`src/rtl/bmi_pkg.sv`:
```
// Shared constants for the binary modular inverse core.
package bmi_pkg;

    localparam int NUM_WORDS_DEF = 6;
    localparam int WORD_BITS     = 32;
    localparam int CFG_BITS      = 64;
    localparam int CFG_IDX_BITS  = 2;

    // Configuration register indexes
    localparam logic [CFG_IDX_BITS-1:0] REG_MOD_HIGH = 2'd0;
    localparam logic [CFG_IDX_BITS-1:0] REG_MOD_MID  = 2'd1;
    localparam logic [CFG_IDX_BITS-1:0] REG_MOD_LOW  = 2'd2;

    // Result status codes
    localparam logic [1:0] ST_OK       = 2'd0;
    localparam logic [1:0] ST_ZERO_OP  = 2'd1;
    localparam logic [1:0] ST_BAD_MOD  = 2'd2;
    localparam logic [1:0] ST_NOT_COPR = 2'd3;

endpackage

```
`src/rtl/bmi_front.sv`:
```
// Front end: gathers operand words and hands complete operands to the queue.
module bmi_front #(
    parameter int NUM_WORDS = bmi_pkg::NUM_WORDS_DEF
) (
    input  logic                           i_clk,
    input  logic                           i_rst_n,
    input  logic                           i_in_valid,
    output logic                           o_in_ready,
    input  logic [bmi_pkg::WORD_BITS-1:0]  i_operand_word,
    input  logic                           i_word_last,
    input  logic                           i_full,
    output logic                           o_push,
    output logic [32*NUM_WORDS-1:0]        o_push_data
);
    localparam int W = 32 * NUM_WORDS;

    logic [W-1:0] r_acc;
    logic [W-1:0] n_acc;
    logic         accept;

    assign o_in_ready = !i_full;
    assign accept     = i_in_valid && !i_full;

    // New word enters at the low end; oldest word drops off the top
    assign o_push_data = {r_acc[W-bmi_pkg::WORD_BITS-1:0], i_operand_word};
    assign o_push      = accept && i_word_last;

    always_comb begin
        n_acc = r_acc;
        if (accept) begin
            n_acc = i_word_last ? '0 : o_push_data;
        end
    end

    always_ff @(posedge i_clk) begin
        if (!i_rst_n) begin
            r_acc <= '0;
        end else begin
            r_acc <= n_acc;
        end
    end

endmodule

```
`config.mk`:
```
export PLATFORM = sky130hd
export DESIGN_NAME = bmi_front
export DESIGN_NICKNAME = d
export VERILOG_FILES = /design/src/rtl/bmi_pkg.sv /design/src/rtl/bmi_front.sv
export SDC_FILE = /design/constraint.sdc
export NUM_CORES = 1
export LEC_CHECK = 0
export BUFFER_PORTS_ARGS = -buffer_cell sky130_fd_sc_hd__clkbuf_2
export CAP_MARGIN = 10
export CORE_MARGIN = 2
export CORE_UTILIZATION = 50
export CTS_CLUSTER_SIZE = 12
export DETAILED_ROUTE_END_ITERATION = 10
export PLACE_DENSITY_LB_ADDON = 0.2
export SLEW_MARGIN = 0
export SYNTH_ARGS = -nofsm -noshare
export SYNTH_HDL_FRONTEND = slang
export SYNTH_SLANG_ARGS = --single-unit
```
`constraint.sdc`:
```
create_clock -name i_clk -period 1 [get_ports i_clk]
set_clock_uncertainty 0.1 [all_clocks]
set_input_delay 0.05 -clock i_clk [delete_from_list [all_inputs] [get_ports i_clk]]
set_output_delay 0.05 -clock i_clk [all_outputs]
set_load 0.05 [all_outputs]
```
==> qor.yml, run 1 <==
run_status:
  status: "aborted with a tool error"
  haltStage: "5_1_grt"
  error_line: "[ERROR DPL-0033] detailed placement checks failed during check placement."
place:
  dp_hpwl_um: 12100
  numPortBuffers: 230
  routabilityCongestion: 0.814
synthesis:
  ys_warn_count: 0
  ys_types: 13
  synthCells: 746
  syn_avg_cell_area_um2: 9.12
  syn_nets: 783
  ys_ff_latch: 160
  synth_area_mm2: 0.00681
  synth_edf_count: 0
  ys_seq_area_frac: 0.471
  synthArstFlopShare: 0
  ys.flop_type: "dfxtp_1"
cts:
  cts-htree-levels: 4
  cts_buffer_depth: 2
  cts_sinks: 160
  cts_buffers: 17
  root_buffer: "clkbuf_16"
global_routing:
  grt_max_degree: 75
  antenna_found_initial: 1
sta:
  worst-ep-kind: "primary output"
  grt_worst_setup_endpoint: "o_push_data[33]"
die:
  die_h_um: 121
  rows: 42
  die_x_um: 121
  ios: 231
  initial_core_util: 0.514
## cell families after synthesis
family / after synthesis / share of synthesized area
AND/OR/NAND/NOR: 323 / 0.267
flip-flops: 160 / 0.471
AO/OA/AOI/OAI: 160 / 0.176
buffers and inverters: 103 / 0.0855
## synth_stat cells (15+ instances only)
cell type,instances,area (µm²)
a21boi_1,145,1090
buf_2,24,120
nand3b_1,160,1200
a21boi_0,15,113
clkbuf_1,35,131
nand2_1,160,601
dfxtp_1,160,3200
buf_4,42,315
## timing repair
| action | 4_1_cts |
|---|---|
| resized for setup | 471 |
| setup endpoints to repair | 161 |
| setup buffers | 131 |
| endpoints found under the hold margin | 46 |
| hold buffers | 33 |
## metrics by stage
step | cells | worst slack, ns | setup TNS [ns] | area (µm²)
3_5_place_dp | 1080 | -0.172 | -16.60 | 8160
2_1_floorplan | 746 | -0.0191 | -0.0191 | 6970
4_1_cts | 1273 | -0.125 | -15.91 | 12600
3_3_place_gp | 1080 | -0.115 | -13.07 | 8160
==> run 2, diff against run 1 <==
- CORE_UTILIZATION: 50 -> 40
- CTS_CLUSTER_SIZE: 12 -> default
- PLACE_DENSITY_LB_ADDON: 0.2 -> 0.15
==> run 2 against run 1 <==
  * The flow now finishes, with violations (setup timing)
  * Synthesized area unchanged
  * Synthesized cell count unchanged
==> qor.yml, run 2 <==
run_status:
  status: "finished, violations left"
  violations: "setup timing"
die:
  die_h_um: 134  # +11%
  ios: 231  # unchanged
  coreArea_mm2: 0.0166
  rows: 47  # +12%
  initial_core_util: 0.410  # -0.104
  die_area_mm2: 0.0181
  die_x_um: 134  # +11%
finish:
  nFillCells: 976
  largest_reg_flops: 160
  regMostFlops: "r_acc"
  final_common_cell: "buf_4"
  reg.largest.list: "r_acc (160)"
  drive_above_1_share: 0.549
  fin_area_mm2: 0.0133
  fin_util: 0.802
  layout_common_cells: "buf_4 (192), nand2_1 (160), nand3b_1 (160)"
  n_antenna_cell: 0
  fin_nets: 1174
  area_growth_pct: 95.5
power_and_ir_drop:
  powerDensity_mw_per_mm2: 1150
  p_leak_nw: 5.43
  power_w: 0.0153
  vdd_drop_max_uv: 1150
synthesis:
  ys_warn_count: 0  # unchanged
  syn_avg_cell_area_um2: 9.12  # unchanged
  synth_top_family_by_area: "simple AND/OR/NAND/NOR gates"
  ys_ff_latch: 160  # unchanged
  yosysTopAreaCellShare: 0.471  # unchanged
  synth_area_mm2: 0.00681  # unchanged
  synthAdderAreaFrac: 0  # unchanged
  synth_commonest_cells: "dfxtp_1 (160), nand2_1 (160), nand3b_1 (160)"
  synth_compound_area_frac: 0.176  # unchanged
  synth.area.top_cells: "dfxtp_1 (47%), nand3b_1 (18%), a21boi_1 (16%), nand2_1 (8.8%), buf_4 (4.6%)"
  synthSimpleGateAreaFrac: 0.267  # unchanged
  synth_edf_count: 0  # unchanged
  ys.flop_type: "dfxtp_1"
  synth.area.mux_share: 0  # unchanged
  synthCells: 746  # unchanged
  syn_nets: 783  # unchanged
  synth_xor_area_frac: 0  # unchanged
  synthArstFlopShare: 0  # unchanged
  ys_seq_area_frac: 0.471  # unchanged
  synth.largest_area_cell: "dfxtp_1"
  ys_types: 13  # unchanged
detailed_routing:
  dr.first_iter.drc_count: 393
  detail-route-antenna-nets: 0
  drt_first_pass_iters: 5
  drcViolationCount: 0
  wl_per_cell_um: 18.9
  wl_um: 25800
  via_count: 6934
  vias_per_cell: 5.07
global_routing:
  global_route.usage.met2: 0.441
  grt_overflow: 0
  grt_max_degree: 63
  grt_usage: 0.262
  top_usage_layer: "met2"
  gr-usage-met1: 0.339
  antenna_found_initial: 1
  grt_pass1_wl_um: 37000
  grt_pass1_vias: 6683
  grt_util_met3: 0.0537
cts:
  cts-htree-levels: 4  # unchanged
  cts_buffer_depth: 2  # unchanged
  cts_tree: "done"
  cts_buffers: 17  # unchanged
  root_buffer: "clkbuf_16"
  cts_sinks: 160  # unchanged
  clkLatencyLatePin_ns: 0.42
  clk_pin_slew_ns: 0.06
sta:
  final_max_slew_viol_count: 0
  hold_viol: 0
  max_freq_mhz: 899
  holdWs_ns: 0.0321
  rsz0062_at_grt: "true"
  timing.setup.tns_ns: -13.10
  worst_slew_pin_slew_ns: 0.345
  period_needed_ns: 1.11
  relSlewSlack: 0.769
  setup_viol: 162
  setup_slack_ns: -0.113
  post-route-period-util: 1.11
worst_setup_path:
  arrival_ns: 0.96
  crit_slowest_cell: "dfxtp_4"
  start_kind: "register"
  crit_fanout: 2
  required_ns: 0.85
  cp_slowest_stage_delay_ns: 0.38
  cp_num_buf_inv: 1
  critPathCaptureType: "output pin"
  reg2reg_slack_ns: 0
  crit_type: "register to output pin"
  cp_cell_sequence: "clkbuf_16"
  cpLargestDelayFamily: "flip-flops"
place:
  numPortBuffers: 230  # unchanged
  place_area_mm2: 0.00832  # +2.0%
  routabilityCongestion: 0.785  # -3.6%
  dp_hpwl_um: 12900  # +6.1%
job:
  maxCapViolCount: 0
hold_path:
  hp-class: "input port to register"
## run 2: cell counts after synthesis
No cell type changed its count.
## run 2: routing by layer
metal / wire (µm) / part of all wire
met5: 16 / 0.00062
met4: 441 / 0.017
met2: 12900 / 0.50
met1: 11200 / 0.43
met3: 1300 / 0.050
## run 2: layout make-up
cell class	instances	area, µm²	area share
Timing Repair Buffer	474	5840	0.439
Clock buffer	21	450	0.0339
Multi-Input combinational cell	483	3040	0.228
Inverter	1	3.75	0.000282
Tap cell	220	275	0.0207
Clock inverter	10	184	0.0138
Sequential cell	160	3510	0.264
## run 2: path summary, 6_finish.rpt
kind | startpoint | endpoint | cells after the start
setup / recovery | r_acc[84] | o_push_data[116] | 1
hold / removal | i_rst_n | r_acc[7] | 3
setup reg to reg | r_acc[121] | r_acc[153] | 4
hold reg to reg | r_acc[152] | r_acc[152] | 2
## run 2: cell families after synthesis
| kind of cell | count (synthesis) |
|---|---|
| DFF | 160 |
| buffers and inverters | 103 |
| AOI/OAI and AO/OA | 160 |
| and+or+nand+nor | 323 |
## run 2: per-stage QoR
step / std cells / setup slack [ns]
finish: 1369 / -0.113
global route: 1369 / -0.136
CTS: 1325 / -0.141
detailed placement: 1134 / -0.197
global placement: 1134 / -0.172
floorplan: 746 / -0.0191
## run 2: repair_timing
item                                   in CTS  in global routing
setup endpoints to repair                 161                169
pin swaps                                   0                 14
endpoints found under the hold margin      43                 11
setup buffers                             125                 44
gates cloned                                1                  0
gates resized for setup                   481                 81
hold buffers                               34                  1
## run 2: power by group
part	total (W)	internal, W	switching [W]
clock network	0.00709	0.00448	0.00260
registers	0.00637	0.00632	0.0000494
logic	0.00186	0.000841	0.00102
No activity file was read; power rests on OpenSTA's default activity.
