$ cat src/rtl/bmi_pkg.sv
// Shared constants for the binary modular inverse core.
package bmi_pkg;

    localparam int NUM_WORDS_DEF = 6;
    localparam int WORD_BITS     = 32;
    localparam int CFG_BITS      = 64;
    localparam int CFG_IDX_BITS  = 2;

    // Configuration register indexes
    localparam logic [CFG_IDX_BITS-1:0] REG_MOD_HIGH = 2'd0;
    localparam logic [CFG_IDX_BITS-1:0] REG_MOD_MID  = 2'd1;
    localparam logic [CFG_IDX_BITS-1:0] REG_MOD_LOW  = 2'd2;

    // Result status codes
    localparam logic [1:0] ST_OK       = 2'd0;
    localparam logic [1:0] ST_ZERO_OP  = 2'd1;
    localparam logic [1:0] ST_BAD_MOD  = 2'd2;
    localparam logic [1:0] ST_NOT_COPR = 2'd3;

endpackage

$ cat src/rtl/bmi_queue.sv
// Two-entry queue of loaded operands between front end and engine.
module bmi_queue #(
    parameter int WIDTH = 32 * bmi_pkg::NUM_WORDS_DEF
) (
    input  logic             i_clk,
    input  logic             i_rst_n,
    input  logic             i_push,
    input  logic [WIDTH-1:0] i_data,
    output logic             o_full,
    input  logic             i_pop,
    output logic             o_valid,
    output logic [WIDTH-1:0] o_data
);
    logic [WIDTH-1:0] r_mem [2];
    logic             r_wp;
    logic             r_rp;
    logic [1:0]       r_cnt;

    assign o_full  = (r_cnt == 2'd2);
    assign o_valid = (r_cnt != 2'd0);
    assign o_data  = r_mem[r_rp];

    // Storage
    always_ff @(posedge i_clk) begin
        if (i_push) begin
            r_mem[r_wp] <= i_data;
        end
    end

    // Pointers and fill level
    always_ff @(posedge i_clk) begin
        if (!i_rst_n) begin
            r_wp  <= 1'b0;
            r_rp  <= 1'b0;
            r_cnt <= 2'd0;
        end else begin
            if (i_push) r_wp <= !r_wp;
            if (i_pop)  r_rp <= !r_rp;
            case ({i_push, i_pop})
                2'b10:   r_cnt <= r_cnt + 2'd1;
                2'b01:   r_cnt <= r_cnt - 2'd1;
                default: r_cnt <= r_cnt;
            endcase
        end
    end

endmodule

$ cat config.mk
export PLATFORM = sky130hd
export DESIGN_NAME = bmi_queue
export DESIGN_NICKNAME = d
export VERILOG_FILES = /design/src/rtl/bmi_pkg.sv /design/src/rtl/bmi_queue.sv
export SDC_FILE = /design/constraint.sdc
export NUM_CORES = 1
export LEC_CHECK = 0
export BUFFER_PORTS_ARGS = -buffer_cell sky130_fd_sc_hd__buf_2
export CAP_MARGIN = 25
export CORE_MARGIN = 4
export CORE_UTILIZATION = 52
export DETAILED_ROUTE_END_ITERATION = 10
export PLACE_DENSITY = 0.77
export SLEW_MARGIN = 20
export SYNTH_ARGS = -nofsm -noshare
export SYNTH_HDL_FRONTEND = slang
export SYNTH_SLANG_ARGS = --single-unit
$ cat constraint.sdc
create_clock -name i_clk -period 14 [get_ports i_clk]
set_input_delay 2.8 -clock i_clk [delete_from_list [all_inputs] [get_ports i_clk]]
set_output_delay 2.8 -clock i_clk [all_outputs]
set_load 0.01 [all_outputs]
# After elaboration in Yosys (flattened, before gate mapping)
# Memory sizes are Yosys's and may differ from the RTL's. A register that Yosys moved wholly into a read port is not among the register bits.
# Index checks and enable logic that the tools add are counted.
# classes
n_addsub	2
n_eq_ne	3
muxes	5
n_reduce_logical	4
# op_table
op	n
$eq 2x2->1 const B	2
$mux 1	4
$pmux 2 s2	1
$reduce_bool 2->1	2
$add 2x1->2 const B	1
$eq 2x1->1 const B	1
$logic_not 1->1	2
$sub 2x1->2 const B	1
# totals
register_bits	4
ram_bits	384
output_inout_bits	194
word_cells	18
memories	1
# mem_list
memory	depth	word_bits	rd	rd_ports_with_merged_regs	wr	line_no	rtl
r_mem	2	192	1	1	1	bmi_queue.sv:14	logic [WIDTH-1:0] r_mem [2];

# Longest topological paths before layout
# Gate-level depths: netlist (run 1).
# depth
depth_word	3
ltp_mapped	5
depth_no_buf	5

# Worst setup path before layout (run 1)
# OpenSTA, ideal clock, no wires.
# synth_timing
path_kind	input -> register
start	input port i_push
end	register r_wp
arrival_ns	11.587
required_ns	13.904
slack_ns	2.317
stages	3
cell_sequence	inv_1 > nor2_1 > o21a_1
# synth_lines
element	line_no	rtl
start: declaration	bmi_queue.sv:7	input logic i_push,
end signal: assignment	bmi_queue.sv:37	if (i_push) r_wp <= !r_wp;
end: declaration	bmi_queue.sv:15	logic r_wp;

==> flow_metrics.py, run 1 <==
metrics = {
    "synth": {
        "ys_ff_latch": 389,
        "synth_fa_ha_area_share_pct": 0.0890,
        "synth_compound_area_share_pct": 0.142,
        "yosys_warnings": 0,
        "synth_xor_area_share_pct": 0.187,
        "synthDistinctLibCells": 18,
        "syn_area_um2": 14100,
        "syn_inst": 619,
        "synth_seq_area_share_pct": 82.7,
        "syn_avg_cell_area_um2": 22.7,
        "syn-num-nets": 816,
        "yosys.area_share.simple_pct": 0.400,
        "synth_top_area_share_pct": 82.0,
        "synth_top_area_cell": "edfxtp_1",
        "netlist_top_cells_area": "edfxtp_1 82%, mux2_2 15%, buf_4 0.96%",
        "synth_top_family_by_area": "multiplexers",
        "muxShareOfSynthArea_pct": 15.4,
    },
    "run": {
        "maxCapViolations": 0,
    },
    "place": {
        "dp.cells": 1327,
        "io_buffers": 389,
        "place.gp.congestion": 0.792,
        "dp_hpwl_um": 19200,
    },
    "critical_path": {
        "critPathMaxFanout": 77,
        "startpoint_type": "flop",
        "endpoint_kind": "output port",
        "cp.arrival_ps": 2670,
        "max_stage_delay_ps": 820,
        "critical_path_required_ps": 11200,
        "cp_slowest_cell": "buf_4",
        "path_cells": "buf_4, mux2_2, buf_2",
        "crit_type": "reg -> out",
    },
    "cts": {
        "cts_root_buf": "clkbuf_16",
        "clk_pin_slew_worst_paths_ps": 60,
        "htreeDepth": 2,
        "insertion_delay_ps": 500,
        "ctsHoldBuffers": 0,
        "postCtsSetupRepairBufs": 0,
        "clock_path_buffers": 3,
        "cts.repair.resized": 0,
        "tritoncts": "yes",
        "cts-buffers-inserted": 39,
        "numClockSinks": 389,
    },
    "floorplan": {
        "die_w_um": 172,
        "design.die.area_um2": 29700,
        "num_rows": 59,
        "start_util_pct": 53.4,
        "die_h_um": 172,
        "coreArea_um2": 26400,
        "ioPinCount": 390,
    },
    "sta": {
        "finalMaxSlewViolations": 0,
        "holdWs_ps": 497,
        "period_share_pct": 39.1,
        "setup_viol": 0,
        "rsz0062_at_grt": "no",
        "relSlewSlack_pct": 28.9,
        "finalSetupTns_ps": 0,
        "max_freq_ghz": 0.183,
        "finalCriticalPeriod_ps": 5470,
        "worst_pin_slew_ps": 1070,
        "timing.final.hold_violations": 0,
        "fin_worst_skew_ps": 12.1,
    },
    "cells_and_area": {
        "drive_gt1_share_pct": 60.9,
        "layout.cells.non_filler": 1405,
        "fin_nets": 1233,
        "num-fill-cells": 1780,
        "final_common_cell": "buf_2",
        "syn2layout_area_growth_pct": 25.8,
        "final_cell_mix": "389 x buf_2, 384 x edfxtp_1, 192 x mux2_2",
    },
    "route": {
        "wl_per_cell_um": 20.6,
        "ant_nets": 0,
        "drt_iter0_markers": 530,
        "firstDrtPassIters": 4,
        "remaining_drc_errors": 0,
        "vias": 7201,
        "wl_um": 28900,
        "routed_via_density": 5.13,
    },
    "global_route": {
        "grt_overflow": 0,
        "grt_pass1_wl_um": 42100,
        "grt_usage_pct": 18.4,
        "antenna_found_initial": 5,
        "grt_max_degree": 194,
        "first_global_vias": 7734,
    },
    "power": {
        "total_power_mw": 2.63,
        "ir_worst_vdd_mv": 0.122,
        "cellPowerDensity_nw_per_um2": 149,
        "power.leakage_nw": 6.64,
    },
    "status": {
        "run_status": "finished clean",
    },
    "min_path": {
        "holdCritPathClass": "reg -> reg",
    },
}
[area by class of cell]
type	instances	area (um^2)	area share (%)
sequential	389	11600	65.8
tap	335	419	2.37
antenna	5	12.5	0.0707
clock buffer	50	1060	5.99
multi-input combinational	208	2290	12.9
clock inverter	20	196	1.11
inverter	1	3.75	0.0212
timing repair buffer	397	2080	11.8
[metal layers]
layer	up-vias	GRT usage, %	part of all wire (%)
li1	3312	-	-
met1	3503	21.4	37
met2	319	31.7	50
met3	63	7.13	10
met4	4	6.02	2.5
met5	-	0	0.076
[critical path: cells and delay by family, from the launching register on]
family                 cells  cell delay, ps
buffers and inverters      2             960
DFF                        1             660
muxes                      1             430
[metrics by stage]
step	util, %	setup slack [ps]	cell area, um^2
floorplan	-	2320	14100
global placement	62.0	9010	16300
detailed placement	62.0	9020	16300
CTS	66.8	8450	17600
global route	67.1	8400	17700
finish	67.1	8530	17700
[cells in the mapped netlist]
library cell	count
mux2_2	192
buf_4	18
xnor2_1	2
edfxtp_1	384
or2_2	1
nor2b_1	1
xor2_1	1
or3_1	1
buf_2	3
dfxtp_1	5
and2b_2	1
o21ai_0	1
and2_1	4
o21a_1	1
a21boi_1	1
nor2_1	1
ha_1	1
inv_1	1
[state kept, by name (all words and copies together) (netlist names), named ones only]
name   flops
r_mem    384
r_rp       1
r_wp       1
r_cnt      2
[final timing paths]
kind / cells past startpoint / startpoint / to / slack (ps)
worst max-delay path: 3 / flop / o_data[158] / 8530
worst min-delay path: 2 / r_cnt[1] / r_cnt[1] / 500
worst max register to register: 2 / r_wp / r_mem[1][23] / 11740
worst min register to register: 2 / r_cnt[1] / r_cnt[1] / 500
[logic make-up after synthesis]
group,Yosys count
AO/OA/AOI/OAI,3
adder cells (fa/ha/maj),1
multiplexers,192
flip-flops,389
AND/OR/NAND/NOR,9
buffers and inverters,22
XOR/XNOR,3
[power breakdown]
group	total, mW	switching (mW)	internal, mW	leakage [nW]
Combinational	0.259	0.137	0.122	2.37
Sequential	1.37	0.0175	1.35	3.65
Clock	1.01	0.398	0.608	0.621
Total	2.63	0.552	2.08	6.64
Power figures use the tool's default switching activity.
==> inputs of run 2 (changes only) <==
==> constraint.sdc (replaced) <==
create_clock -name i_clk -period 5.26 [get_ports i_clk]
set_input_delay 1.052 -clock i_clk [delete_from_list [all_inputs] [get_ports i_clk]]
set_output_delay 1.052 -clock i_clk [all_outputs]
set_load 0.01 [all_outputs]
==> run 2 against run 1 <==
Compared with the run above:
- register-to-register slack got worse by 8600 ps
- first-iteration DRC count fell by 17%
- global-route usage fell by 0.53 points
- hold slack improved by 12 ps
- count of clock-buffer cells in the layout fell by 1
- via count fell by 0.33%
- non-clock buffer count fell by 2
- total power rose to 2.7 times the previous value
- sequential power rose to 2.6 times the previous value
- critical path type unchanged
- largest cell class unchanged
- highest routed layer unchanged
==> flow_metrics.py, run 2 (synthesized netlist as in run 1, its figures left out) <==
metrics = {
    "critical_path": {
        "worst-r2r-setup-slack_ps": 3170,
        "critPathTopFamily": "buffers and inverters",
        "cp.arrival_ps": 2220,
        "critical_path_required_ps": 4210,
        "max_stage_delay_ps": 710,
        "cp_slowest_cell": "buf_4",
        "path_cells": "buf_4, mux2_2, buf_2",
        "rr_startpoint": "r_wp",
        "endpoint_kind": "output port",
        "critPathMaxFanout": 73,
        "regToRegEndpoint": "r_mem[1][131]",
        "startpoint_type": "flop",
        "critPathBufInv": 2,
        "r2r_cells": 2,
        "crit_type": "reg -> out",
    },
    "cells_and_area": {
        "fin_nets": 1232,
        "post-route-cell-area_um2": 17700,
        "top_regs": "r_mem: 384 flops, r_cnt: 2 flops",
        "final_cell_mix": "389 x buf_2, 384 x edfxtp_1, 192 x mux2_2",
        "num-fill-cells": 1724,
        "largest_reg_flops": 384,
        "top_register": "r_mem",
        "utilization_pct": 67.2,
        "final_common_cell": "buf_2",
        "syn2layout_area_growth_pct": 25.9,
        "drive_gt1_share_pct": 61.4,
    },
    "route": {
        "vias": 7177,
        "wl_per_cell_um": 20.1,
        "remaining_drc_errors": 0,
        "routed_via_density": 5.10,
        "ant_nets": 0,
        "wl_um": 28300,
        "firstDrtPassIters": 4,
        "drt_iter0_markers": 441,
    },
    "floorplan": {
        "ioPinCount": 390,
        "design.die.area_um2": 29700,
        "die_h_um": 172,
        "die_w_um": 172,
        "start_util_pct": 53.4,
        "num_rows": 59,
        "coreArea_um2": 26400,
    },
    "sta": {
        "setup_viol": 0,
        "max_freq_ghz": 0.305,
        "finalMaxSlewViolations": 0,
        "relSlewSlack_pct": 34.2,
        "finalCriticalPeriod_ps": 3280,
        "fin_worst_skew_ps": 23.0,
        "timing.final.hold_violations": 0,
        "worst_pin_slew_ps": 987,
        "period_share_pct": 62.3,
        "finalSetupTns_ps": 0,
        "rsz0062_at_grt": "no",
    },
    "cts": {
        "postCtsSetupRepairBufs": 0,
        "clk_pin_slew_worst_paths_ps": 50,
        "numClockSinks": 389,
        "cts_root_buf": "clkbuf_16",
        "clock_path_buffers": 3,
        "insertion_delay_ps": 510,
        "ctsHoldBuffers": 0,
        "tritoncts": "yes",
        "cts-buffers-inserted": 40,
        "htreeDepth": 2,
        "cts.repair.resized": 0,
    },
    "global_route": {
        "grt_max_degree": 122,
        "antenna_found_initial": 9,
        "grt_usage_pct": 17.9,
        "first_global_vias": 7697,
        "grt_overflow": 0,
        "grt_pass1_wl_um": 40900,
    },
    "power": {
        "ir_worst_vdd_mv": 0.350,
        "power.leakage_nw": 6.64,
        "cellPowerDensity_nw_per_um2": 401,
    },
    "place": {
        "dp_hpwl_um": 18600,
        "place.gp.congestion": 0.751,
        "io_buffers": 389,
        "place_area_um2": 16400,
    },
    "status": {
        "run_status": "finished clean",
    },
    "min_path": {
        "hold_depth": 2,
        "holdCritPathClass": "reg -> reg",
        "holdPathEnd": "r_cnt[1]",
        "min_from": "r_cnt[1]",
    },
    "run": {
        "maxCapViolations": 0,
    },
}
[run 2: cell types whose count changed in the layout (fill, tap and decap cells not counted)]
cell / previous run / this run
bufinv_16: 4 / 5
inv_6: 0 / 3
clkinvlp_4: 0 / 1
buf_16: 3 / 0
buf_4: 4 / 3
clkbuf_1: 9 / 8
clkinv_2: 9 / 11
buf_12: 1 / 3
diode_2: 5 / 6
clkinv_1: 6 / 2
[run 2: area by class of cell]
type	instances	area (um^2)	area share, %
sequential	389	11600	65.7
multi-input combinational	208	2290	12.9
timing repair buffer	395	2030	11.5
clock buffer	49	1060	5.97
tap	335	419	2.37
clock inverter	23	255	1.44
antenna	6	15.0	0.0848
inverter	1	3.75	0.0212
[run 2: worst max-delay path by stage]
stage                     startpoint             to  slack, ps  depth (start not counted)
after CTS                       flop    o_data[123]       1940                          3
after global routing            flop     o_data[76]       1880                          3
after floorplan               i_push    r_mem[0][0]        900                          2
after detailed placement      i_push  r_mem[1][151]       2440                          3
after global placement        i_push  r_mem[1][151]       2440                          3
final                           flop    o_data[123]       1980                          3
[run 2: per-stage QoR]
step           total power, mW  worst slack, ps  hold slack [ps]  instances
2_1_floorplan             4.08              895              461        619
3_3_place_gp              4.36             2440              479       1328
3_5_place_dp              4.38             2440              487       1328
4_1_cts                   7.18             1940              504       1400
5_1_grt                   7.37             1880              535       1405
6_report                  7.09             1980              509       1406
[run 2: power breakdown]
group	internal (mW)	switching [mW]	leakage, nW
Sequential	3.59	0.0354	3.65
Combinational	0.319	0.369	2.35
Clock	1.68	1.10	0.649
Total	5.59	1.50	6.64
[run 2: routing by layer]
metal | track usage (%) | vias to the layer above | part of all wire (%)
met5 | 0 | - | 0.21
met4 | 6.49 | 8 | 2.8
met3 | 6.45 | 62 | 10
met2 | 31.5 | 295 | 52
met1 | 20.1 | 3483 | 35
li1 | - | 3329 | -
[run 2: tightest hold or removal path: stages (launching register included)]
cell	delay (ps)
dfxtp_1	320
o21ai_0	70
a21boi_1	60
